**config.mk**
```make
export PLATFORM = sky130hd
export DESIGN_NAME = des_feistel_rounds_flat
export DESIGN_NICKNAME = d
export VERILOG_FILES = /design/src/rtl/dfr_pkg.sv /design/src/rtl/dfr_in_if.sv /design/src/rtl/dfr_out_if.sv /design/src/rtl/dfr_cell.sv /design/src/rtl/des_feistel_rounds.sv /design/src/flat_wrapper.sv
export SDC_FILE = /design/constraint.sdc
export NUM_CORES = 2
export LEC_CHECK = 0
export ABC_AREA = 0
export BUFFER_PORTS_ARGS = -buffer_cell sky130_fd_sc_hd__buf_2
export CAP_MARGIN = 5
export CORE_MARGIN = 3
export CORE_UTILIZATION = 40
export CTS_CLUSTER_DIAMETER = 120
export DETAILED_ROUTE_END_ITERATION = 10
export PLACE_DENSITY_LB_ADDON = 0.2
export SYNTH_ARGS = -nofsm -noshare
export SYNTH_HDL_FRONTEND = slang
export SYNTH_SLANG_ARGS = --single-unit
```
**constraint.sdc**
```tcl
create_clock -name clk -period 2.9 [get_ports clk]
set_input_delay 0.58 -clock clk [delete_from_list [all_inputs] [get_ports clk]]
set_output_delay 0.58 -clock clk [all_outputs]
set_load 0.005 [all_outputs]
```
**src/rtl/dfr_pkg.sv**
```systemverilog
// Shared constants, types and round function for the DES Feistel round chain.
package dfr_pkg;

    localparam int ROUND_COUNT = 16;
    localparam int KEY_IDX_W   = 4;
    localparam int KEY_W       = 48;
    localparam int HALF_W      = 32;
    localparam int BLOCK_W     = 2 * HALF_W;

    localparam logic MODE_LOAD  = 1'b0;
    localparam logic MODE_BLOCK = 1'b1;

    typedef struct packed {
        logic               valid;
        logic [BLOCK_W-1:0] data;
    } stage_t;

    localparam logic [5:0] EXPAND_MAP [48] = '{
        6'd32, 6'd1,  6'd2,  6'd3,  6'd4,  6'd5,  6'd4,  6'd5,
        6'd6,  6'd7,  6'd8,  6'd9,  6'd8,  6'd9,  6'd10, 6'd11,
        6'd12, 6'd13, 6'd12, 6'd13, 6'd14, 6'd15, 6'd16, 6'd17,
        6'd16, 6'd17, 6'd18, 6'd19, 6'd20, 6'd21, 6'd20, 6'd21,
        6'd22, 6'd23, 6'd24, 6'd25, 6'd24, 6'd25, 6'd26, 6'd27,
        6'd28, 6'd29, 6'd28, 6'd29, 6'd30, 6'd31, 6'd32, 6'd1
    };

    localparam logic [5:0] PERM_MAP [32] = '{
        6'd16, 6'd7,  6'd20, 6'd21, 6'd29, 6'd12, 6'd28, 6'd17,
        6'd1,  6'd15, 6'd23, 6'd26, 6'd5,  6'd18, 6'd31, 6'd10,
        6'd2,  6'd8,  6'd24, 6'd14, 6'd32, 6'd27, 6'd3,  6'd9,
        6'd19, 6'd13, 6'd30, 6'd6,  6'd22, 6'd11, 6'd4,  6'd25
    };

    localparam logic [3:0] SBOX [512] = '{
        4'd14,4'd0,4'd4,4'd15,4'd13,4'd7,4'd1,4'd4,4'd2,4'd14,4'd15,4'd2,4'd11,4'd13,4'd8,4'd1,
        4'd3,4'd10,4'd10,4'd6,4'd6,4'd12,4'd12,4'd11,4'd5,4'd9,4'd9,4'd5,4'd0,4'd3,4'd7,4'd8,
        4'd4,4'd15,4'd1,4'd12,4'd14,4'd8,4'd8,4'd2,4'd13,4'd4,4'd6,4'd9,4'd2,4'd1,4'd11,4'd7,
        4'd15,4'd5,4'd12,4'd11,4'd9,4'd3,4'd7,4'd14,4'd3,4'd10,4'd10,4'd0,4'd5,4'd6,4'd0,4'd13,

        4'd15,4'd3,4'd1,4'd13,4'd8,4'd4,4'd14,4'd7,4'd6,4'd15,4'd11,4'd2,4'd3,4'd8,4'd4,4'd14,
        4'd9,4'd12,4'd7,4'd0,4'd2,4'd1,4'd13,4'd10,4'd12,4'd6,4'd0,4'd9,4'd5,4'd11,4'd10,4'd5,
        4'd0,4'd13,4'd14,4'd8,4'd7,4'd10,4'd11,4'd1,4'd10,4'd3,4'd4,4'd15,4'd13,4'd4,4'd1,4'd2,
        4'd5,4'd11,4'd8,4'd6,4'd12,4'd7,4'd6,4'd12,4'd9,4'd0,4'd3,4'd5,4'd2,4'd14,4'd15,4'd9,

        4'd10,4'd13,4'd0,4'd7,4'd9,4'd0,4'd14,4'd9,4'd6,4'd3,4'd3,4'd4,4'd15,4'd6,4'd5,4'd10,
        4'd1,4'd2,4'd13,4'd8,4'd12,4'd5,4'd7,4'd14,4'd11,4'd12,4'd4,4'd11,4'd2,4'd15,4'd8,4'd1,
        4'd13,4'd1,4'd6,4'd10,4'd4,4'd13,4'd9,4'd0,4'd8,4'd6,4'd15,4'd9,4'd3,4'd8,4'd0,4'd7,
        4'd11,4'd4,4'd1,4'd15,4'd2,4'd14,4'd12,4'd3,4'd5,4'd11,4'd10,4'd5,4'd14,4'd2,4'd7,4'd12,

        4'd7,4'd13,4'd13,4'd8,4'd14,4'd11,4'd3,4'd5,4'd0,4'd6,4'd6,4'd15,4'd9,4'd0,4'd10,4'd3,
        4'd1,4'd4,4'd2,4'd7,4'd8,4'd2,4'd5,4'd12,4'd11,4'd1,4'd12,4'd10,4'd4,4'd14,4'd15,4'd9,
        4'd10,4'd3,4'd6,4'd15,4'd9,4'd0,4'd0,4'd6,4'd12,4'd10,4'd11,4'd1,4'd7,4'd13,4'd13,4'd8,
        4'd15,4'd9,4'd1,4'd4,4'd3,4'd5,4'd14,4'd11,4'd5,4'd12,4'd2,4'd7,4'd8,4'd2,4'd4,4'd14,

        4'd2,4'd14,4'd12,4'd11,4'd4,4'd2,4'd1,4'd12,4'd7,4'd4,4'd10,4'd7,4'd11,4'd13,4'd6,4'd1,
        4'd8,4'd5,4'd5,4'd0,4'd3,4'd15,4'd15,4'd10,4'd13,4'd3,4'd0,4'd9,4'd14,4'd8,4'd9,4'd6,
        4'd4,4'd11,4'd2,4'd8,4'd1,4'd12,4'd11,4'd7,4'd10,4'd1,4'd13,4'd14,4'd7,4'd2,4'd8,4'd13,
        4'd15,4'd6,4'd9,4'd15,4'd12,4'd0,4'd5,4'd9,4'd6,4'd10,4'd3,4'd4,4'd0,4'd5,4'd14,4'd3,

        4'd12,4'd10,4'd1,4'd15,4'd10,4'd4,4'd15,4'd2,4'd9,4'd7,4'd2,4'd12,4'd6,4'd9,4'd8,4'd5,
        4'd0,4'd6,4'd13,4'd1,4'd3,4'd13,4'd4,4'd14,4'd14,4'd0,4'd7,4'd11,4'd5,4'd3,4'd11,4'd8,
        4'd9,4'd4,4'd14,4'd3,4'd15,4'd2,4'd5,4'd12,4'd2,4'd9,4'd8,4'd5,4'd12,4'd15,4'd3,4'd10,
        4'd7,4'd11,4'd0,4'd14,4'd4,4'd1,4'd10,4'd7,4'd1,4'd6,4'd13,4'd0,4'd11,4'd8,4'd6,4'd13,

        4'd4,4'd13,4'd11,4'd0,4'd2,4'd11,4'd14,4'd7,4'd15,4'd4,4'd0,4'd9,4'd8,4'd1,4'd13,4'd10,
        4'd3,4'd14,4'd12,4'd3,4'd9,4'd5,4'd7,4'd12,4'd5,4'd2,4'd10,4'd15,4'd6,4'd8,4'd1,4'd6,
        4'd1,4'd6,4'd4,4'd11,4'd11,4'd13,4'd13,4'd8,4'd12,4'd1,4'd3,4'd4,4'd7,4'd10,4'd14,4'd7,
        4'd10,4'd9,4'd15,4'd5,4'd6,4'd0,4'd8,4'd15,4'd0,4'd14,4'd5,4'd2,4'd9,4'd3,4'd2,4'd12,

        4'd13,4'd1,4'd2,4'd15,4'd8,4'd13,4'd4,4'd8,4'd6,4'd10,4'd15,4'd3,4'd11,4'd7,4'd1,4'd4,
        4'd10,4'd12,4'd9,4'd5,4'd3,4'd6,4'd14,4'd11,4'd5,4'd0,4'd0,4'd14,4'd12,4'd9,4'd7,4'd2,
        4'd7,4'd2,4'd11,4'd1,4'd4,4'd14,4'd1,4'd7,4'd9,4'd4,4'd12,4'd10,4'd14,4'd8,4'd2,4'd13,
        4'd0,4'd15,4'd6,4'd12,4'd10,4'd9,4'd13,4'd0,4'd15,4'd3,4'd3,4'd5,4'd5,4'd6,4'd8,4'd11
    };

    function automatic logic [KEY_W-1:0] expand(input logic [HALF_W-1:0] half);
        logic [KEY_W-1:0] wide;
        wide = '0;
        for (int i = 0; i < KEY_W; i++)
        begin
            wide[KEY_W-1-i] = half[5'(HALF_W - int'(EXPAND_MAP[i]))];
        end
        return wide;
    endfunction

    function automatic logic [HALF_W-1:0] substitute(input logic [KEY_W-1:0] wide);
        logic [HALF_W-1:0] sout;
        logic [5:0]        six;
        sout = '0;
        for (int i = 0; i < 8; i++)
        begin
            six = wide[KEY_W-1-6*i -: 6];
            sout[HALF_W-1-4*i -: 4] = SBOX[9'(64 * i) + {3'b000, six}];
        end
        return sout;
    endfunction

    function automatic logic [HALF_W-1:0] permute(input logic [HALF_W-1:0] sout);
        logic [HALF_W-1:0] res;
        res = '0;
        for (int i = 0; i < HALF_W; i++)
        begin
            res[HALF_W-1-i] = sout[5'(HALF_W - int'(PERM_MAP[i]))];
        end
        return res;
    endfunction

    function automatic logic [HALF_W-1:0] round_f(input logic [HALF_W-1:0] half,
                                                 input logic [KEY_W-1:0]  subkey);
        return permute(substitute(expand(half) ^ subkey));
    endfunction

endpackage

```
**src/rtl/dfr_in_if.sv**
```systemverilog
// Input channel: valid/ready handshake carrying one load or block transaction.
interface dfr_in_if;
    import dfr_pkg::*;

    logic                 valid;
    logic                 ready;
    logic                 mode;
    logic [KEY_IDX_W-1:0] subkey_index;
    logic [KEY_W-1:0]     subkey_value;
    logic [BLOCK_W-1:0]   data_block;

    modport source (output valid, output mode, output subkey_index, output subkey_value,
                    output data_block, input ready);
    modport sink   (input valid, input mode, input subkey_index, input subkey_value,
                    input data_block, output ready);
endinterface

```
**src/rtl/dfr_out_if.sv**
```systemverilog
// Output channel: valid/ready handshake carrying one result transaction.
interface dfr_out_if;
    import dfr_pkg::*;

    logic               valid;
    logic               ready;
    logic [BLOCK_W-1:0] result_block;

    modport source (output valid, output result_block, input ready);
    modport sink   (input valid, input result_block, output ready);
endinterface

```
**src/rtl/dfr_cell.sv**
```systemverilog
// One Feistel round cell: holds its round subkey and one block stage.
module dfr_cell
(
    input  logic                      clk,
    input  logic                      rst_n,
    input  logic                      advance,
    input  logic                      key_we,
    input  logic [dfr_pkg::KEY_W-1:0] key_value,
    input  dfr_pkg::stage_t           prev,
    output dfr_pkg::stage_t           next
);
    import dfr_pkg::*;

    logic [KEY_W-1:0]   key_reg;
    logic [KEY_W-1:0]   key_next;
    logic               valid_reg;
    logic               valid_next;
    logic [BLOCK_W-1:0] data_reg;
    logic [BLOCK_W-1:0] data_next;
    logic [HALF_W-1:0]  left;
    logic [HALF_W-1:0]  right;

    assign left  = prev.data[BLOCK_W-1:HALF_W];
    assign right = prev.data[HALF_W-1:0];

    always_comb
    begin
        key_next   = key_we ? key_value : key_reg;
        valid_next = advance ? prev.valid : valid_reg;
        data_next  = data_reg;
        if (advance && prev.valid)
        begin
            data_next = {right, left ^ round_f(right, key_reg)};
        end
    end

    always_ff @(posedge clk or negedge rst_n)
    begin
        if (!rst_n)
        begin
            valid_reg <= 1'b0;
        end
        else
        begin
            valid_reg <= valid_next;
        end
    end

    always_ff @(posedge clk)
    begin
        key_reg  <= key_next;
        data_reg <= data_next;
    end

    assign next.valid = valid_reg;
    assign next.data  = data_reg;
endmodule

```
**src/rtl/des_feistel_rounds.sv**
```systemverilog
// Sixteen-round DES Feistel chain: one round cell per round, one output register.
// A block transaction passes through the round cells in order and is then held in the output register.
// Blocks: a new block is accepted only after the previous one has left the round chain;
// load transactions are taken one per cycle while no block is in the chain and the output can move.
// Reset clears the stage and output valid flags; subkeys are undefined until loaded.
module des_feistel_rounds
(
    input  logic clk,
    input  logic rst_n,
    dfr_in_if.sink    item,
    dfr_out_if.source result
);
    import dfr_pkg::*;

    stage_t                 stage [ROUND_COUNT+1];
    logic [ROUND_COUNT-1:0] cell_valid;
    logic                   advance;
    logic                   accept;
    logic                   busy_reg;
    logic                   busy_next;
    logic                   out_valid_reg;
    logic                   out_valid_next;
    logic [BLOCK_W-1:0]     out_data_reg;
    logic [BLOCK_W-1:0]     out_data_next;
    logic                   last_move;

    assign item.ready = !busy_reg && advance;
    assign accept     = item.valid && item.ready;
    assign advance    = !out_valid_reg || result.ready;

    assign stage[0].valid = accept && (item.mode == MODE_BLOCK);
    assign stage[0].data  = item.data_block;

    for (genvar k = 0; k < ROUND_COUNT; k++)
    begin : g_cell
        localparam logic [KEY_IDX_W-1:0] CELL_IDX = KEY_IDX_W'(k);

        dfr_cell u_cell
        (
            .clk       (clk),
            .rst_n     (rst_n),
            .advance   (advance),
            .key_we    (accept && (item.mode == MODE_LOAD) && (item.subkey_index == CELL_IDX)),
            .key_value (item.subkey_value),
            .prev      (stage[k]),
            .next      (stage[k+1])
        );

        assign cell_valid[k] = stage[k+1].valid;
    end

    assign last_move = stage[ROUND_COUNT].valid && advance;

    always_comb
    begin
        busy_next      = busy_reg;
        out_valid_next = out_valid_reg;
        out_data_next  = out_data_reg;
        if (stage[0].valid)
        begin
            busy_next = 1'b1;
        end
        else if (last_move)
        begin
            busy_next = 1'b0;
        end
        if (last_move)
        begin
            out_valid_next = 1'b1;
            out_data_next  = {stage[ROUND_COUNT].data[HALF_W-1:0],
                              stage[ROUND_COUNT].data[BLOCK_W-1:HALF_W]};
        end
        else if (result.ready)
        begin
            out_valid_next = 1'b0;
        end
    end

    always_ff @(posedge clk or negedge rst_n)
    begin
        if (!rst_n)
        begin
            busy_reg      <= 1'b0;
            out_valid_reg <= 1'b0;
        end
        else
        begin
            busy_reg      <= busy_next;
            out_valid_reg <= out_valid_next;
        end
    end

    always_ff @(posedge clk)
    begin
        out_data_reg <= out_data_next;
    end

    assign result.valid        = out_valid_reg;
    assign result.result_block = out_data_reg;

`ifndef SYNTHESIS
    a_one_block: assert property (@(posedge clk) disable iff (!rst_n)
        $onehot0(cell_valid))
        else $error("more than one block in the round chain");

    a_busy_tracks_chain: assert property (@(posedge clk) disable iff (!rst_n)
        busy_reg == (|cell_valid))
        else $error("busy flag disagrees with the round chain");

    a_deliver: assert property (@(posedge clk) disable iff (!rst_n)
        last_move |=> out_valid_reg)
        else $error("finished block not captured in the output register");

    a_no_accept_in_flight: assert property (@(posedge clk) disable iff (!rst_n)
        (|cell_valid) |-> !accept)
        else $error("transaction accepted while a block is in flight");
`endif
endmodule
```
**src/flat_wrapper.sv**
```systemverilog
// flat-port wrapper written by rule: the top's interface ports become plain ports
module des_feistel_rounds_flat import dfr_pkg::*;
  (clk, rst_n, item_valid, item_mode, item_subkey_index, item_subkey_value, item_data_block, item_ready, result_valid, result_result_block, result_ready);
  dfr_in_if item_i ();
  dfr_out_if result_i ();
  input  logic clk;
  input  logic rst_n;
  input wire logic [$bits(item_i.valid)-1:0] item_valid;
  input wire logic [$bits(item_i.mode)-1:0] item_mode;
  input wire logic [$bits(item_i.subkey_index)-1:0] item_subkey_index;
  input wire logic [$bits(item_i.subkey_value)-1:0] item_subkey_value;
  input wire logic [$bits(item_i.data_block)-1:0] item_data_block;
  output wire logic [$bits(item_i.ready)-1:0] item_ready;
  output wire logic [$bits(result_i.valid)-1:0] result_valid;
  output wire logic [$bits(result_i.result_block)-1:0] result_result_block;
  input wire logic [$bits(result_i.ready)-1:0] result_ready;
  assign item_i.valid = item_valid;
  assign item_i.mode = item_mode;
  assign item_i.subkey_index = item_subkey_index;
  assign item_i.subkey_value = item_subkey_value;
  assign item_i.data_block = item_data_block;
  assign item_ready = item_i.ready;
  assign result_valid = result_i.valid;
  assign result_result_block = result_i.result_block;
  assign result_i.ready = result_ready;
  des_feistel_rounds u_core (.clk(clk), .rst_n(rst_n), .item(item_i), .result(result_i));
endmodule
```
Word level (Yosys, flattened, before mapping)

Memories as Yosys holds them, arrays and structs flattened.
Cells that the tools add are included.

Output and inout port bits: 66
Bits in read-only memories: 131072
Input bits: 121
Bits in registers: 1490
Memories kept: 64
Logic and storage cells: 530

Reductions and logical operators: 43
Eq/ne operators: 15
Order comparisons: 64
Mux-type cells: 132
Add/sub/neg operators: 64
Bitwise logic cells: 97

Memory list:

| name             | depth | bits a word | read ports | clocked after memory_dff | write ports | line          | source |
|---|---|---|---|---|---|---|---|
| (name not given) | 512   | 4           | 1          | 0                        | 0           | dfr_pkg.sv:93 | `sout[HALF_W-1-4*i -: 4] = SBOX[9'(64 * i) + {3'b000, six}];` |
| (name not given) | 512   | 4           | 1          | 0                        | 0           | dfr_pkg.sv:93 |  |
| (name not given) | 512   | 4           | 1          | 0                        | 0           | dfr_pkg.sv:93 |  |
| (name not given) | 512   | 4           | 1          | 0                        | 0           | dfr_pkg.sv:93 |  |
| (name not given) | 512   | 4           | 1          | 0                        | 0           | dfr_pkg.sv:93 |  |
| (name not given) | 512   | 4           | 1          | 0                        | 0           | dfr_pkg.sv:93 |  |
| 58 more memories | n/a   | n/a         | n/a        | n/a                      | n/a         | n/a           |  |

Operators with widths:

| kind                                                            | number |
|---|---|
| 10-bit greater-or-equal comparator, second input constant       | 64 |
| 9-bit inverter with 10-bit output                               | 64 |
| 4-bit 2-to-1 mux                                                | 128 |
| 32-bit XOR                                                      | 16 |
| 24-bit XOR                                                      | 16 |
| 9-bit by 6-bit adder with 9-bit output, first input constant    | 32 |
| 8-bit by 7-bit adder with 9-bit output, first input constant    | 16 |
| 7-bit by 7-bit adder with 8-bit output, first input constant    | 16 |
| 1-bit logical AND                                               | 37 |
| 4-bit == test, second input constant                            | 8 |
| 4-bit by 3-bit == test with 1-bit output, second input constant | 4 |
| 4-bit by 2-bit == test with 1-bit output, second input constant | 2 |
| 4-bit by 1-bit == test with 1-bit output, second input constant | 1 |
| 4-bit logical NOT                                               | 1 |
| 1-bit 2-to-1 mux                                                | 4 |
| 2-bit nonzero test                                              | 2 |
| 1-bit logical NOT                                               | 2 |
| 1-bit logical OR                                                | 1 |
| 1-bit inverter                                                  | 1 |

Depth between registers and ports, before layout

Word-level depth: 7
Mapped depth: 10
Gate-level depth less buffers: 9

Hierarchy

A second synthesis with hierarchy kept.

Cell total of the unflattened synthesis: 6325
Area, all modules: 73868.3 um^2

By module, submodules not included:

| module             | area each (um^2) | seq. area each (um^2) | cells an instance | times used |
|---|---|---|---|---|
| dfr_cell           | 4479.3           | 2127.0                | 389               | 16 |
| des_feistel_rounds | 2199.6           | 1971.9                | 101               | 1 |

Worst setup path before layout

Ideal clock, no wire load.

Path kind: in2reg
From: input port result_ready
To: register u_core.g_cell[0].u_cell.key_reg[10] (enable)
Path slack: -0.534 ns
Required time: 2.471 ns
Path buffers: 1
Setup time: 0.429 ns
Arrival: 3.006 ns
Stages: 6
Cells stage by stage: nor2b_1 clkbuf_1 nor2_1 nand3b_1 or3_1 nor3_1

Word-level cells in the longest chain between the ends: 5

RTL lines:

| what                               | line                     | source |
|---|---|---|
| start, declared                    | flat_wrapper.sv:16       | `input wire logic [$bits(result_i.ready)-1:0] result_ready;` |
| 1-bit logical OR                   | des_feistel_rounds.sv:29 | `assign advance = !out_valid_reg \|\| result.ready;` |
| 1-bit logical AND                  | des_feistel_rounds.sv:27 | `assign item.ready = !busy_reg && advance;` |
| net item_ready                     | flat_wrapper.sv:13       | `output wire logic [$bits(item_i.ready)-1:0] item_ready;` |
| 1-bit logical AND                  | des_feistel_rounds.sv:28 | `assign accept = item.valid && item.ready;` |
| 1-bit logical AND (2 in series)    | des_feistel_rounds.sv:43 | `.key_we (accept && (item.mode == MODE_LOAD) && (item.subkey_index == CELL_IDX)),` |
| net u_core.g_cell[0].u_cell.key_we | dfr_cell.sv:7            | `input logic key_we,` |
| end signal, assigned               | dfr_cell.sv:51           | `key_reg <= key_next;` |
| end, declared                      | dfr_cell.sv:14           | `logic [KEY_W-1:0] key_reg;` |

The timed path passes the listed nets, and every way through them passes these cells.
A chain may end at the register's enable or synchronous reset.

Worst setup path in the final report

From: register u_core.g_cell[8].u_cell.data_reg[3]
To: register u_core.g_cell[9].u_cell.data_reg[20] (data pin)

Word-level cells in the longest chain between the ends: 7

RTL lines:

| what                                                    | line           | source |
|---|---|---|
| start, declared                                         | dfr_cell.sv:18 | `logic [BLOCK_W-1:0] data_reg;` |
| start signal, assigned                                  | dfr_cell.sv:52 | `data_reg <= data_next;` |
| 24-bit XOR                                              | dfr_pkg.sv:110 | `return permute(substitute(expand(half) ^ subkey));` |
| 8-bit by 7-bit adder with 9-bit output                  | dfr_pkg.sv:93  |  |
| 9-bit inverter with 10-bit output (implied by the code) | dfr_pkg.sv:93  |  |
| memory read 512 x 4 bit                                 | n/a            |  |
| 4-bit 2-to-1 mux (implied by the code) (2 in series)    | dfr_pkg.sv:93  |  |
| 32-bit XOR                                              | dfr_cell.sv:33 | `data_next = {right, left ^ round_f(right, key_reg)};` |
| end signal, assigned                                    | dfr_cell.sv:52 |  |
| end, declared                                           | dfr_cell.sv:18 |  |

No other way between the ends. The select of a mux whose other input is x is not followed.

==> flow_summary.yaml <==
sta:
  slew_violations: 0
  clock_skew_ns: 0.0290
  grt_setup_unrepaired: "no"
  maximum_clock_rate_ghz: 0.369
  final_min_period_over_clock_period: 0.935
  min_period_ns: 2.71
  fin_setup_tns_ns: 0
  final-setup-viol-count: 0
  worst_case_headroom_to_the_max_slew_limit: 0.316
  count_of_endpoints_failing_hold_in_the_final_timing_report: 0
  timing_worst_slew_pin_value_ns: 1.03
drt:
  drc: 0
  finalWirelength_microns: 155000
  routed_wire_length_per_instance_microns: 18.5
  num_vias: 47500
  drt_pass1_iterations: 8
  drtIter0Drc: 4087
  ant_nets: 0
  routed_via_density: 5.67
clocking:
  root_buffer_selected_by_cts: "sky130_fd_sc_hd__clkbuf_16"
  htree_levels: 3
  cts_made_buffers: 97
  clk_latency_ns: 0.71
  post-cts-setup-buffers: 0
  max-clock-path-buffers: 3
  cts.sinks: 914
  clkTransAtPathRegs_ns: 0.06
  tritoncts: "built"
setup_path:
  reg2reg_to: "u_core.g_cell[9].u_cell.data_reg[20]"
  delay_contributed_by_the_slowest_stage_of_the_critical_path_ns: 0.42
  worst_ep_arrival_time_ns: 3.16
  crit_path_cells: "xnor2_1 > buf_4 > inv_1 > ha_1 > nor2b_1 > o21ai_0 > nand2_1 > a21oi_1 > a2111oi_0 > buf_4 > xnor2_1"
  worst_setup_sp_type: "flip-flop"
  crit_start: "u_core.g_cell[8].u_cell.data_reg[3]"
  end_kind: "flip-flop"
  regToRegStartpoint: "u_core.g_cell[8].u_cell.data_reg[3]"
  cpMaxStageDelayCell: "sky130_fd_sc_hd__a2111oi_0"
  setup.worst_path.class: "reg -> reg"
  crit_fanout: 8
  cp.required_ns: 3.35
  r2r.worst_path.cells: 11
  reg2reg_setup_slack_ns: 0.19
  setup.worst_path.end: "u_core.g_cell[9].u_cell.data_reg[20]"
placement:
  place_hpwl_microns: 107000
  place.gp.congestion: 0.894
  placed_cells: 8192
  placed_cell_area_sq_um: 67200
  numPortBuffers: 105
global_routing:
  grt_pass1_vias: 43600
  grt_first_pass_wirelength_microns: 243000
  grt_start_max_net_pins: 35
  grt_usage: 0.186
  grt.overflow.total: 0
  grt_antenna_before_repair: 18
power_and_ir_drop:
  irDropWorstVdd_v: 0.000523
  power.switching_w: 0.0150
  clk_network_pwr_share: 0.270
  p_comb_frac: 0.325
  power.sequential.fraction: 0.405
  sw_frac_of_total: 0.327
  post-layout-total-power_w: 0.0459
  cellLeakagePower_nw: 25.8
  p_int_w: 0.0309
  power_per_cell_area_nw_per_um2: 653
floorplanning:
  floorplan.die.width_microns: 401
  num_rows: 144
  fp.dieH_microns: 401
  core_area_sq_um: 154000
  die-area_sq_um: 161000
  starting_density: 0.404
  pin_count: 187
synth:
  synth_async_sr_flop_share: 0.0197
  synth_cell_type_count: 85
  synth-xor-area-share: 0.0820
  ys_dominant_reg_cell: "sky130_fd_sc_hd__edfxtp_1"
  synth_area_in_adders: 0.0937
  postSynthCellCount: 6017
  number_of_enable_flip_flop_cells_after_synthesis: 896
  synth_compound_gate_area_share: 0.174
  netlist_area_sq_um: 62400
  count_of_warnings_emitted_by_yosys: 0
  main_combinational_cell_family_by_area_after_synthesis: "compound AO/OA/AOI/OAI gates"
  register_area_share_after_synthesis: 0.439
  number_of_storage_elements_in_the_synthesis_netlist: 914
  synth.area.mux_share: 0.0525
  synth_simple_gate_area_frac: 0.119
  postSynthAreaPerCell_sq_um: 10.4
final_layout:
  largest_register_ffs: 512
  synthToLayoutAreaGrowth_pct: 12.9
  drive_gt1_frac: 0.126
  filler_free_cell_count_of_the_finished_design: 8377
  post_layout_inst_area_sq_um: 70400
  fill_cells: 14200
  nets_finish: 6836
run:
  cap_viol_max_count: 0
min_path:
  holdCritPathClass: "in -> reg"
  holdCritStartpoint: "item_data_block[28]"
run_status:
  outcome: "completed"
power groups by stage:
| stage | sequential, W | combinational (W) | clock (W) |
|---|---|---|---|
| floorplan | 0.0185 | 0.0104 | 0 |
| global placement | 0.0189 | 0.0147 | 0 |
| detailed placement | 0.0189 | 0.0149 | 0 |
| CTS | 0.0186 | 0.0150 | 0.0128 |
| global route | 0.0188 | 0.0166 | 0.0133 |
| finish | 0.0186 | 0.0149 | 0.0124 |
logic make-up (layout without fill, tap and decap cells):
logic type,Yosys count,in the layout
mux,189,189
xor+xnor,567,567
other cells,1,38
buf+inv,606,885
fa+ha+maj,467,467
compound gates,1632,1632
flops,914,914
simple gates,1641,1641
cells in the mapped netlist, types with 14 or more instances:
library cell	number	share of area
sky130_fd_sc_hd__edfxtp_1	896	0.43
sky130_fd_sc_hd__nor2_1	520	0.031
sky130_fd_sc_hd__nand2_1	505	0.030
sky130_fd_sc_hd__ha_1	467	0.094
sky130_fd_sc_hd__o21ai_0	351	0.028
sky130_fd_sc_hd__a21oi_1	346	0.028
sky130_fd_sc_hd__xnor2_1	316	0.044
sky130_fd_sc_hd__clkbuf_1	272	0.016
sky130_fd_sc_hd__xor2_1	231	0.032
sky130_fd_sc_hd__inv_1	218	0.013
sky130_fd_sc_hd__nor3_1	203	0.016
sky130_fd_sc_hd__a211oi_1	187	0.023
sky130_fd_sc_hd__nand3_1	123	0.0099
sky130_fd_sc_hd__a31oi_1	122	0.012
sky130_fd_sc_hd__o211ai_1	109	0.013
sky130_fd_sc_hd__mux4_2	105	0.038
sky130_fd_sc_hd__mux2i_1	66	0.011
sky130_fd_sc_hd__buf_2	57	0.0046
sky130_fd_sc_hd__o31ai_1	48	0.0058
sky130_fd_sc_hd__a2111oi_0	41	0.0058
sky130_fd_sc_hd__buf_4	41	0.0049
sky130_fd_sc_hd__and2_1	40	0.0040
sky130_fd_sc_hd__o22ai_1	40	0.0040
sky130_fd_sc_hd__nand2b_1	39	0.0039
sky130_fd_sc_hd__o221ai_1	38	0.0053
sky130_fd_sc_hd__a21o_1	37	0.0045
sky130_fd_sc_hd__nand3b_1	37	0.0045
sky130_fd_sc_hd__o311ai_0	36	0.0051
sky130_fd_sc_hd__or3_1	36	0.0036
sky130_fd_sc_hd__a311oi_1	31	0.0044
sky130_fd_sc_hd__o2111ai_1	29	0.0041
sky130_fd_sc_hd__a211o_1	27	0.0038
sky130_fd_sc_hd__nor2b_1	26	0.0026
sky130_fd_sc_hd__and3_1	25	0.0025
sky130_fd_sc_hd__a21boi_0	23	0.0028
sky130_fd_sc_hd__nor4_1	23	0.0023
sky130_fd_sc_hd__nand4_1	20	0.0020
sky130_fd_sc_hd__dfrtp_1	18	0.0072
sky130_fd_sc_hd__a22oi_1	17	0.0020
sky130_fd_sc_hd__a311o_1	16	0.0026
sky130_fd_sc_hd__mux2_2	15	0.0027
sky130_fd_sc_hd__nor3b_1	14	0.0017
layout make-up:
class	instances	area, sq um	share of cell area
multi-input cells	4528	32700	0.465
flip-flops and latches	914	27400	0.389
clock buffers	119	2560	0.0364
well taps	2044	2560	0.0363
clock inverters	59	597	0.00848
inverters	228	856	0.0122
repair buffers	479	3740	0.0531
diodes	6	15.0	0.000213
per-stage QoR:
| stage | setup slack [ns] | util | hold slack [ns] |
|---|---|---|---|
| CTS | 0.161 | 0.456 | 0.00935 |
| floorplan | 0.0538 | - | 0.284 |
| global placement | 0.0984 | 0.435 | 0.400 |
| finish | 0.190 | 0.456 | 0.0766 |
| detailed placement | 0.0897 | 0.435 | 0.405 |
| global route | 0.00933 | 0.456 | 0.0178 |
timing repair:
action,4_1_cts,5_1_grt
hold endpoints to repair,18,0
endpoints found under the setup margin,0,3
hold buffers,1,0
gates resized for setup,0,2
worst min-delay path by stage:
stage	depth (start not counted)	endpoint
floorplan	0	u_core.busy_reg
global placement	0	u_core.g_cell[6].u_cell.data_reg[56]
detailed placement	0	u_core.g_cell[10].u_cell.data_reg[50]
CTS	1	u_core.g_cell[0].u_cell.data_reg[60]
global route	1	u_core.g_cell[0].u_cell.data_reg[53]
finish	1	u_core.g_cell[0].u_cell.data_reg[60]
layout by cell type, fill, tap and decap left out, types with 187 or more instances in the layout:
cell / instances
sky130_fd_sc_hd__xnor2_1: 316
sky130_fd_sc_hd__o21ai_0: 351
sky130_fd_sc_hd__edfxtp_1: 896
sky130_fd_sc_hd__a21oi_1: 346
sky130_fd_sc_hd__nor3_1: 199
sky130_fd_sc_hd__nor2_1: 508
sky130_fd_sc_hd__ha_1: 467
sky130_fd_sc_hd__nand2_1: 505
sky130_fd_sc_hd__a211oi_1: 187
sky130_fd_sc_hd__xor2_1: 229
sky130_fd_sc_hd__inv_1: 218
sky130_fd_sc_hd__buf_4: 341
worst max-delay path: cells and delay by family (launching register included):
| kind | cells | cell delay [ns] |
|---|---|---|
| buffers and inverters | 3 | 0.51 |
| AND/OR/NAND/NOR | 2 | 0.36 |
| adder cells (fa/ha/maj) | 1 | 0.35 |
| AO/OA/AOI/OAI | 3 | 0.60 |
| XOR/XNOR | 2 | 0.23 |
| flip-flops | 1 | 0.40 |
per-layer routing:
| layer | global-route usage | wire length (microns) |
|---|---|---|
| met5 | 0 | 0 |
| met4 | 0.0581 | 5250 |
| met3 | 0.0255 | 9760 |
| met2 | 0.304 | 72300 |
| met1 | 0.256 | 67900 |
Power figures use the tool's default switching activity.
